==> config.mk <==
export PLATFORM = sky130hd
export DESIGN_NAME = key_value_table
export DESIGN_NICKNAME = d
export VERILOG_FILES = /design/src/hw/rtl/kvt_pkg.sv /design/src/hw/rtl/key_value_table.sv
export SDC_FILE = /design/constraint.sdc
export NUM_CORES = 1
export LEC_CHECK = 0
export BUFFER_PORTS_ARGS = -buffer_cell sky130_fd_sc_hd__buf_2
export CAP_MARGIN = 10
export CORE_MARGIN = 3
export CORE_UTILIZATION = 24
export CTS_CLUSTER_SIZE = 30
export DETAILED_ROUTE_END_ITERATION = 10
export SLEW_MARGIN = 30
export SYNTH_ARGS = -nofsm -noshare
export SYNTH_HDL_FRONTEND = slang
export SYNTH_SLANG_ARGS = --single-unit
==> constraint.sdc <==
create_clock -name clk -period 6.8 [get_ports clk]
set_input_delay 1.36 -clock clk [delete_from_list [all_inputs] [get_ports clk]]
set_output_delay 1.36 -clock clk [all_outputs]
set_load 0.02 [all_outputs]
==> src/hw/rtl/kvt_pkg.sv <==
// shared types, codes and defaults for the key/value table
`default_nettype none
package kvt_pkg;

  localparam int ENTRIES_DEF     = 8;
  localparam int NAME_BYTES_DEF  = 8;
  localparam int VALUE_BYTES_DEF = 8;

  // port widths fixed by the request and result formats
  localparam int ACT_W  = 2;
  localparam int ST_W   = 2;
  localparam int WORD_W = 64;

  typedef logic [ACT_W-1:0] action_t;
  typedef logic [ST_W-1:0]  status_t;

  localparam action_t ACT_FIND  = 2'd0;
  localparam action_t ACT_SET   = 2'd1;
  localparam action_t ACT_UNSET = 2'd2;

  localparam status_t ST_OK       = 2'd0;
  localparam status_t ST_NOTFOUND = 2'd1;
  localparam status_t ST_FULL     = 2'd2;

endpackage
`default_nettype wire

==> src/hw/rtl/key_value_table.sv <==
// key_value_table: small associative table of named entries
//
// Requests come in on the in_ channel (action, key_name, value_in) and one
// result per request leaves on the out_ channel (status, value_out). Both
// channels move a request when valid is high and stall is low.
// Find returns the value of the matching used entry, set overwrites a
// matching entry or claims the lowest free slot, unset frees the match.
// Names and values sit in two synchronous memories with one read port
// each; used flags sit in flip-flops.
// Each request passes the idle state, which takes it and issues the first
// read, then the scan, which compares one slot per cycle against the
// registered read data, and last the write-back state, which writes the
// memories and used flags and loads the result register.
// The result stays in an output register, so a new request is taken while
// an earlier result still waits. When the receiver stalls and the output
// register is still full, the write-back cycle waits for it.
// Reset (rst_n low, synchronous) empties the table at once by clearing the
// used flags and drops any pending result; no clearing pass is needed.
`default_nettype none
module key_value_table #(
  parameter int ENTRIES     = kvt_pkg::ENTRIES_DEF,
  parameter int NAME_BYTES  = kvt_pkg::NAME_BYTES_DEF,
  parameter int VALUE_BYTES = kvt_pkg::VALUE_BYTES_DEF
) (
  input  wire                         clk,
  input  wire                         rst_n,
  input  wire                         in_valid,
  output logic                        in_stall,
  input  wire kvt_pkg::action_t       in_action,
  input  wire [kvt_pkg::WORD_W-1:0]   in_key_name,
  input  wire [kvt_pkg::WORD_W-1:0]   in_value_in,
  output logic                        out_valid,
  input  wire                         out_stall,
  output kvt_pkg::status_t            out_status,
  output logic [kvt_pkg::WORD_W-1:0]  out_value_out
);

  localparam int NAME_W  = NAME_BYTES * 8;
  localparam int VALUE_W = VALUE_BYTES * 8;
  localparam int IDXW    = (ENTRIES > 1) ? $clog2(ENTRIES) : 1;
  localparam logic [IDXW-1:0] LAST_IDX = IDXW'(ENTRIES - 1);

  localparam logic [1:0] S_IDLE = 2'd0;
  localparam logic [1:0] S_SCAN = 2'd1;
  localparam logic [1:0] S_FIN  = 2'd2;

  logic [1:0]         state_r, state_nxt;
  logic [IDXW-1:0]    cmp_idx_r, cmp_idx_nxt;
  kvt_pkg::action_t   act_r, act_nxt;
  logic [NAME_W-1:0]  key_r, key_nxt;
  logic [VALUE_W-1:0] val_r, val_nxt;
  logic               hit_r, hit_nxt;
  logic [IDXW-1:0]    hit_idx_r, hit_idx_nxt;
  logic [VALUE_W-1:0] hit_val_r, hit_val_nxt;
  logic               free_r, free_nxt;
  logic [IDXW-1:0]    free_idx_r, free_idx_nxt;
  logic [ENTRIES-1:0] used_r, used_nxt;

  logic                       out_valid_r, out_valid_nxt;
  kvt_pkg::status_t           out_status_r, out_status_nxt;
  logic [kvt_pkg::WORD_W-1:0] out_value_r, out_value_nxt;

  logic [NAME_W-1:0]  name_mem  [ENTRIES];
  logic [VALUE_W-1:0] value_mem [ENTRIES];
  logic [NAME_W-1:0]  name_rd_r;
  logic [VALUE_W-1:0] value_rd_r;

  logic [IDXW-1:0]    rd_addr;
  logic               in_fire;
  logic               fin_fire;
  logic               out_room;
  logic               cur_used;
  logic               cur_match;
  logic               name_we;
  logic               value_we;
  logic [IDXW-1:0]    wr_idx;

  assign in_stall      = (state_r != S_IDLE);
  assign in_fire       = in_valid && !in_stall;
  assign out_room      = !out_valid_r || !out_stall;
  assign fin_fire      = (state_r == S_FIN) && out_room;
  assign cur_used      = used_r[cmp_idx_r];
  assign cur_match     = cur_used && (name_rd_r == key_r);
  assign out_valid     = out_valid_r;
  assign out_status    = out_status_r;
  assign out_value_out = out_value_r;

  // read one slot ahead of the compare
  always_comb begin
    if (state_r == S_IDLE || cmp_idx_r == LAST_IDX) begin
      rd_addr = '0;
    end else begin
      rd_addr = cmp_idx_r + IDXW'(1);
    end
  end

  always_comb begin
    state_nxt      = state_r;
    cmp_idx_nxt    = cmp_idx_r;
    act_nxt        = act_r;
    key_nxt        = key_r;
    val_nxt        = val_r;
    hit_nxt        = hit_r;
    hit_idx_nxt    = hit_idx_r;
    hit_val_nxt    = hit_val_r;
    free_nxt       = free_r;
    free_idx_nxt   = free_idx_r;
    used_nxt       = used_r;
    out_valid_nxt  = out_valid_r && out_stall;
    out_status_nxt = out_status_r;
    out_value_nxt  = out_value_r;
    name_we        = 1'b0;
    value_we       = 1'b0;
    wr_idx         = hit_idx_r;

    unique case (state_r)
      S_IDLE: begin
        if (in_fire) begin
          act_nxt     = in_action;
          key_nxt     = in_key_name[NAME_W-1:0];
          val_nxt     = in_value_in[VALUE_W-1:0];
          hit_nxt     = 1'b0;
          free_nxt    = 1'b0;
          cmp_idx_nxt = '0;
          state_nxt   = S_SCAN;
        end
      end
      S_SCAN: begin
        // lowest matching slot and lowest free slot
        if (!hit_r && cur_match) begin
          hit_nxt     = 1'b1;
          hit_idx_nxt = cmp_idx_r;
          hit_val_nxt = value_rd_r;
        end
        if (!free_r && !cur_used) begin
          free_nxt     = 1'b1;
          free_idx_nxt = cmp_idx_r;
        end
        if (cmp_idx_r == LAST_IDX) begin
          state_nxt = S_FIN;
        end else begin
          cmp_idx_nxt = cmp_idx_r + IDXW'(1);
        end
      end
      S_FIN: begin
        if (out_room) begin
          out_valid_nxt  = 1'b1;
          out_status_nxt = kvt_pkg::ST_NOTFOUND;
          out_value_nxt  = '0;
          unique case (act_r)
            kvt_pkg::ACT_FIND: begin
              if (hit_r) begin
                out_status_nxt = kvt_pkg::ST_OK;
                out_value_nxt  = kvt_pkg::WORD_W'(hit_val_r);
              end
            end
            kvt_pkg::ACT_SET: begin
              if (hit_r) begin
                value_we       = 1'b1;
                out_status_nxt = kvt_pkg::ST_OK;
              end else if (free_r) begin
                wr_idx           = free_idx_r;
                name_we          = 1'b1;
                value_we         = 1'b1;
                used_nxt[free_idx_r] = 1'b1;
                out_status_nxt   = kvt_pkg::ST_OK;
              end else begin
                out_status_nxt = kvt_pkg::ST_FULL;
              end
            end
            kvt_pkg::ACT_UNSET: begin
              if (hit_r) begin
                used_nxt[hit_idx_r] = 1'b0;
                out_status_nxt      = kvt_pkg::ST_OK;
              end
            end
            default: begin
            end
          endcase
          state_nxt = S_IDLE;
        end
      end
      default: begin
        state_nxt = S_IDLE;
      end
    endcase
  end

  always_ff @(posedge clk) begin
    if (name_we) begin
      name_mem[wr_idx] <= key_r;
    end
    if (value_we) begin
      value_mem[wr_idx] <= val_r;
    end
    name_rd_r  <= name_mem[rd_addr];
    value_rd_r <= value_mem[rd_addr];
  end

  always_ff @(posedge clk) begin
    if (!rst_n) begin
      state_r     <= S_IDLE;
      cmp_idx_r   <= '0;
      used_r      <= '0;
      out_valid_r <= 1'b0;
    end else begin
      state_r     <= state_nxt;
      cmp_idx_r   <= cmp_idx_nxt;
      used_r      <= used_nxt;
      out_valid_r <= out_valid_nxt;
    end
  end

  always_ff @(posedge clk) begin
    act_r        <= act_nxt;
    key_r        <= key_nxt;
    val_r        <= val_nxt;
    hit_r        <= hit_nxt;
    hit_idx_r    <= hit_idx_nxt;
    hit_val_r    <= hit_val_nxt;
    free_r       <= free_nxt;
    free_idx_r   <= free_idx_nxt;
    out_status_r <= out_status_nxt;
    out_value_r  <= out_value_nxt;
  end

  a_fin_loads_out: assert property (@(posedge clk) disable iff (!rst_n)
    fin_fire |=> out_valid_r)
    else $error("write-back did not load the result register");

  a_value_only_on_ok: assert property (@(posedge clk) disable iff (!rst_n)
    out_valid_r && (out_status_r != kvt_pkg::ST_OK) |-> (out_value_r == '0))
    else $error("non-zero value on a failed request");

  a_full_only_when_full: assert property (@(posedge clk) disable iff (!rst_n)
    fin_fire && (out_status_nxt == kvt_pkg::ST_FULL) |-> (&used_r))
    else $error("table full reported with a free slot");

  a_hit_is_used: assert property (@(posedge clk) disable iff (!rst_n)
    (state_r == S_FIN) && hit_r |-> used_r[hit_idx_r])
    else $error("match recorded on a free slot");

  a_free_is_free: assert property (@(posedge clk) disable iff (!rst_n)
    (state_r == S_FIN) && free_r |-> !used_r[free_idx_r])
    else $error("free slot recorded on a used slot");

endmodule
`default_nettype wire

# ---- Word level (Yosys, flattened, before mapping)
# Memories as Yosys holds them, arrays and structs flattened. A register that Yosys moved wholly into a read port is not among the register bits.
# Index checks and enable logic that the tools add are counted.
# W data, S select, Z words.
dict set report totals {
  register_bits 282
  latchBits 0
  mem_bits_rw 1024
  romBits 0
  input_bits 134
  output_inout_bits 68
  elab_cells 118
  mem_count 2
}
# name words word_bits read_ports rd_clocked_by_memory_dff write_ports line
set memory_table {}
lappend memory_table {name_mem 8 64 1 1 1 key_value_table.sv:63} ;# logic [NAME_W-1:0] name_mem [ENTRIES];
lappend memory_table {value_mem 8 64 1 1 1 key_value_table.sv:64} ;# logic [VALUE_W-1:0] value_mem [ENTRIES];
dict set report op_classes {
  add_sub_neg 1
  n_mul 0
  div_mod_pow 0
  n_lt_le_gt_ge 5
  eq_ne 15
  n_shift 0
  mux 47
  bitwise_logic 3
  n_reduce_logical 31
}
# operator n
set ops {}
lappend ops {{$eq A64 B64 Y1} 1}
lappend ops {{$mux W3} 8}
lappend ops {{$mux W8} 3}
lappend ops {{$mux W1} 22}
lappend ops {{$ne A2 B2 Y1 const B} 9}
lappend ops {{$pmux W8 S2} 1}
lappend ops {{$lt A3 B4 Y1 const B} 3}
lappend ops {{$reduce_and A3 Y1} 4}
lappend ops {{$mux W2} 5}
lappend ops {{$reduce_and A2 Y1} 5}
lappend ops {{$and A8 B8 Y8} 1}
lappend ops {{$not A8 Y8} 1}
lappend ops {{$or A8 B8 Y8} 1}
lappend ops {{$logic_and A1 B1 Y1} 7}
lappend ops {{$demux W1 S3} 2}
lappend ops {{$ge A3 B1 Y1 const B} 2}
lappend ops {{$logic_not A1 Y1} 6}
lappend ops {{$pmux W2 S3} 1}
lappend ops {{$pmux W3 S2} 1}
lappend ops {{$reduce_and A6 Y1} 1}
lappend ops {{$reduce_bool A2 Y1} 3}
lappend ops {{$eq A2 B1 Y1 const B} 2}
lappend ops {{$eq A2 B2 Y1 const B} 2}
lappend ops {{$logic_not A2 Y1} 2}
lappend ops {{7 further kinds} 9}

# ---- Depth between registers and ports, before layout
dict set report depth {
  ltp_word 8
  ltp_mapped 9
  ltp_nobuf 7
}

# ---- Worst setup path before layout
# OpenSTA, ideal clock, no wires.
dict set report synth_path {
  kind {input port to flip-flop}
  startpoint {input port out_stall}
  endpoint {register used_r[1]}
  setup_time_ns 0.078
  arrival_time_ns 7.145
  required_time_ns 6.722
  path_slack_ns -0.423
  path_stages 5
  path_buffers 0
  cell_sequence {nand2_1 nand4_1 or2_2 nor3_1 o221a_2}
}
dict set report synth_via {
  elab_chain_cells 3
}
# item line
set synth_rtl {}
lappend synth_rtl {{start: declaration} key_value_table.sv:33} ;# input wire out_stall,
lappend synth_rtl {{$logic_not A1 Y1} key_value_table.sv:80} ;# assign out_room = !out_valid_r || !out_stall;
lappend synth_rtl {{$logic_or A1 B1 Y1} key_value_table.sv:80}
lappend synth_rtl {{$reduce_and A6 Y1 (no source line)} n/a}
lappend synth_rtl {{end signal: assignment} key_value_table.sv:209} ;# used_r <= used_nxt;
lappend synth_rtl {{end: declaration} key_value_table.sv:57} ;# logic [ENTRIES-1:0] used_r, used_nxt;
# Every way passes these cells.
# A chain may end at the register's enable or synchronous reset.

# ---- Worst setup path after layout
dict set report layout_path {
  startpoint {register key_r[53]}
  endpoint {register hit_val_r[20] (enable)}
}
dict set report layout_via {
  elab_chain_cells 4
}
# item line
set layout_rtl {}
lappend layout_rtl {{start: declaration} key_value_table.sv:50} ;# logic [NAME_W-1:0] key_r, key_nxt;
lappend layout_rtl {{start signal: assignment} key_value_table.sv:216} ;# key_r <= key_nxt;
lappend layout_rtl {{$eq A64 B64 Y1} key_value_table.sv:83} ;# assign cur_match = cur_used && (name_rd_r == key_r);
lappend layout_rtl {{$logic_and A1 B1 Y1} key_value_table.sv:83}
lappend layout_rtl {{$logic_and A1 B1 Y1} key_value_table.sv:130} ;# if (!hit_r && cur_match) begin
lappend layout_rtl {{$reduce_and A2 Y1 (no source line)} n/a}
lappend layout_rtl {{end signal: assignment} key_value_table.sv:220} ;# hit_val_r <= hit_val_nxt;
lappend layout_rtl {{end: declaration} key_value_table.sv:54} ;# logic [VALUE_W-1:0] hit_val_r, hit_val_nxt;
# Every way passes these cells.

==> flow_summary.json <==
{
  "run_status": "complete, no violations",
  "final.setup.tns_ns": 0,
  "max_clock_freq_mhz": 265,
  "floorplan.initialDensity": 0.242,
  "post-cts-setup-buffers": 0,
  "placed_area_mm2": 0.0562,
  "grt_max_degree": 129,
  "clkSlewWorstSetupHoldPaths_ns": 0.06,
  "power.internal_mw": 14.1,
  "antenna_left": 0,
  "detail_route.vias_per_cell": 4.17,
  "synth.ff_latch_count": 1434,
  "worst_setup_path_start_kind": "flop",
  "power.share.switching": 0.204,
  "report.final.hold_viol_count": 0,
  "vdd_ir_drop_max_uv": 176,
  "grt.total_usage": 0.103,
  "portion_of_the_clock_cycle_consumed_by_the_worst_path_in_the_final_layout": 0.555,
  "rr_worst_depth": 6,
  "tritoncts": "done",
  "die_w_um": 469,
  "worst-setup-path-type": "flop to flop",
  "drive_above_1_share": 0.220,
  "std_cell_rows": 169,
  "dr_total_vias": 23584,
  "first_iter_violations": 1596,
  "synth-seq-area-share": 0.809,
  "critPathArrivalTime_ns": 4.15,
  "max_cap_viol_count": 0,
  "cp.required_ns": 7.18,
  "die_area_mm2": 0.220,
  "clk_latency_ns": 0.75,
  "finalSetupViolations": 0,
  "final_max_slew_viol_count": 0,
  "design_area_mm2": 0.0606,
  "worst-path-max-fanout": 33,
  "ioPinCount": 202,
  "syn_nets": 2586,
  "die_h_um": 469,
  "synth-main-ff-cell": "sky130_fd_sc_hd__edfxtp_1",
  "routed_wire_length_per_instance_um": 20.5,
  "power_density_mw_per_mm2": 293,
  "final.setup_skew_ns": 0.0270,
  "synthCells": 2450,
  "hpwlAfterDp_um": 67100,
  "synth-edff-count": 1292,
  "period_needed_ns": 3.77,
  "ctsResizeCount": 0,
  "wl_um": 116000,
  "power_frac_clock": 0.414,
  "syn2layout_area_growth_pct": 17.7,
  "worst_r2r_startpoint": "key_r[53]$_DFFE_PP_",
  "synth.yosys.warnings": 0,
  "cts_made_buffers": 131,
  "mostFrequentLayoutCell": "sky130_fd_sc_hd__edfxtp_1",
  "destination_of_the_worst_hold_path": "hit_val_r[24]$_DFFE_PP_",
  "design.final.nets": 2849,
  "mostFrequentLayoutCells": "sky130_fd_sc_hd__edfxtp_1 (1292), sky130_fd_sc_hd__mux2i_1 (257), sky130_fd_sc_hd__buf_2 (201)",
  "cts_buffer_depth": 3,
  "syn-cell-area_mm2": 0.0515,
  "htree_num_levels": 4,
  "fillers": 20921,
  "rr_endpoint": "hit_val_r[20]$_DFFE_PP_",
  "port_buffers": 201,
  "dr.pass1.iters": 5,
  "asyncSetResetFlopFracSynth": 0,
  "holdCritPathClass": "flop to flop",
  "switchingPower_mw": 3.63,
  "first_global_vias": 24385,
  "r2r_slack_ns": 3.03,
  "leakage_nw": 21.6,
  "number_of_antenna_violations_at_the_first_check_in_global_routing": 37,
  "cts_sinks": 1434,
  "min_path_cells": 0,
  "post_synth_num_cell_types": 33,
  "transition_time_of_the_tightest_slew_check_pin_ns": 0.948,
  "postSynthAreaPerCell_um2": 21.0,
  "cts_hold_repair.buffers": 0,
  "clock_tree.root_cell": "sky130_fd_sc_hd__clkbuf_16",
  "cp-end-kind": "flop",
  "share_seq_of_total_power": 0.557,
  "share_comb_of_total_power": 0.029,
  "utilization": 0.285,
  "grt_pass1_wl_um": 169000,
  "max_slew_margin": 0.368,
  "grt-ovfl-total": 0,
  "rsz0062_at_grt": "false",
  "place.gp.congestion": 0.722,
  "min_from": "value_rd_r[24]$_DFF_P_",
  "design.core.area_mm2": 0.213,
  "drc": 0
}
worst max-delay path by stage:
stage	depth (start not counted)	to	from	slack [ns]
floorplan	5	used_r[3]$_SDFFE_PN0P_	out_stall	1.42
global placement	6	name_mem[3][18]$_DFFE_PP_	out_stall	2.46
detailed placement	6	name_mem[4][25]$_DFFE_PP_	out_stall	2.44
CTS	6	hit_val_r[2]$_DFFE_PP_	key_r[53]$_DFFE_PP_	3.08
global route	6	hit_val_r[23]$_DFFE_PP_	key_r[53]$_DFFE_PP_	2.95
finish	6	hit_val_r[20]$_DFFE_PP_	key_r[53]$_DFFE_PP_	3.03
cells in the mapped netlist (2+ instances only):
master / number / area (µm²)
sky130_fd_sc_hd__nor2b_1: 11 / 68.8
sky130_fd_sc_hd__a221oi_1: 128 / 1120
sky130_fd_sc_hd__nand2b_1: 5 / 31.3
sky130_fd_sc_hd__or3_1: 2 / 12.5
sky130_fd_sc_hd__o221a_2: 8 / 90.1
sky130_fd_sc_hd__a21o_1: 128 / 961
sky130_fd_sc_hd__xnor2_1: 55 / 482
sky130_fd_sc_hd__clkbuf_1: 78 / 293
sky130_fd_sc_hd__ha_1: 2 / 25.0
sky130_fd_sc_hd__buf_6: 15 / 169
sky130_fd_sc_hd__buf_2: 29 / 145
sky130_fd_sc_hd__o21ai_0: 3 / 15.0
sky130_fd_sc_hd__mux2i_1: 257 / 2570
sky130_fd_sc_hd__nor4_1: 5 / 31.3
sky130_fd_sc_hd__and2_1: 64 / 400
sky130_fd_sc_hd__nor3b_1: 2 / 15.0
sky130_fd_sc_hd__nor2_1: 22 / 82.6
sky130_fd_sc_hd__nand4_1: 15 / 93.8
sky130_fd_sc_hd__inv_1: 9 / 33.8
sky130_fd_sc_hd__xor2_1: 9 / 78.8
sky130_fd_sc_hd__edfxtp_1: 1292 / 38800
sky130_fd_sc_hd__mux4_2: 130 / 2930
sky130_fd_sc_hd__nand2_1: 11 / 41.3
sky130_fd_sc_hd__dfxtp_1: 142 / 2840
sky130_fd_sc_hd__a21oi_1: 3 / 15.0
sky130_fd_sc_hd__nor3_1: 7 / 35.0
sky130_fd_sc_hd__a31oi_1: 4 / 25.0
sky130_fd_sc_hd__nand3_1: 6 / 30.0
sky130_fd_sc_hd__a22oi_1: 3 / 22.5
sky130_fd_sc_hd__or2_2: 2 / 12.5
cells by family after synthesis:
family / after synthesis / synth area share
flops: 1434 / 0.809
mux: 388 / 0.107
compound gates: 279 / 0.0440
simple gates: 152 / 0.0166
buf+inv: 131 / 0.0124
xor+xnor: 64 / 0.0109
fa+ha+maj: 2 / 0.000486
power groups by stage:
stage | Combinational (mW) | Sequential (mW) | Clock [mW]
CTS | 0.533 | 9.89 | 7.57
detailed placement | 0.530 | 10.1 | 0
floorplan | 0.333 | 10.0 | 0
finish | 0.515 | 9.89 | 7.36
global route | 0.559 | 9.90 | 7.88
global placement | 0.514 | 10.1 | 0
cell type report:
| class | instances | area, µm² | area share |
|---|---|---|---|
| diodes | 6 | 15.0 | 0.000248 |
| clock buffers | 186 | 3810 | 0.0630 |
| clock inverters | 56 | 551 | 0.00908 |
| inverters | 9 | 40.0 | 0.000661 |
| multi-input cells | 885 | 9390 | 0.155 |
| flip-flops and latches | 1434 | 41600 | 0.687 |
| well taps | 2821 | 3530 | 0.0582 |
| repair buffers | 252 | 1620 | 0.0267 |
worst max-delay path, stage by stage (launching register included):
cell,delay [ns]
sky130_fd_sc_hd__edfxtp_1,0.52
sky130_fd_sc_hd__xnor2_1,0.64
sky130_fd_sc_hd__nand4_1,0.29
sky130_fd_sc_hd__nor4_1,0.47
sky130_fd_sc_hd__nand4_1,0.30
sky130_fd_sc_hd__nor2_4,0.56
sky130_fd_sc_hd__buf_4,0.59
per-layer routing:
metal | GRT usage | vias to the layer above | share of wire | routed length [µm]
met3 | 0.0175 | 160 | 0.041 | 4780
met1 | 0.133 | 12378 | 0.43 | 50200
li1 | - | 10508 | - | -
met2 | 0.174 | 536 | 0.50 | 57300
met4 | 0.0351 | 2 | 0.029 | 3360
met5 | 0 | - | 0.00011 | 13
flip-flops by register name (all words and copies together) (netlist names):
name / flops
act_r: 2
cmp_idx_r: 3
free_idx_r: 3
free_r: 1
hit_idx_r: 3
hit_r: 1
hit_val_r: 64
key_r: 64
name_mem: 512
name_rd_r: 64
out_status: 2
out_valid: 1
out_value_out: 64
state_r: 2
used_r: 8
val_r: 64
value_mem: 512
value_rd_r: 64
per-stage QoR:
stage / hold WS [ns] / cells / power (mW) / setup WS, ns
2_1_floorplan: 0.386 / 2450 / 10.3 / 1.42
3_3_place_gp: 0.388 / 5394 / 10.6 / 2.46
3_5_place_dp: 0.389 / 5401 / 10.6 / 2.44
4_1_cts: 0.403 / 5643 / 18.0 / 3.08
5_1_grt: 0.407 / 5645 / 18.3 / 2.95
6_report: 0.403 / 5649 / 17.8 / 3.03
No activity file was read; power rests on OpenSTA's default activity.
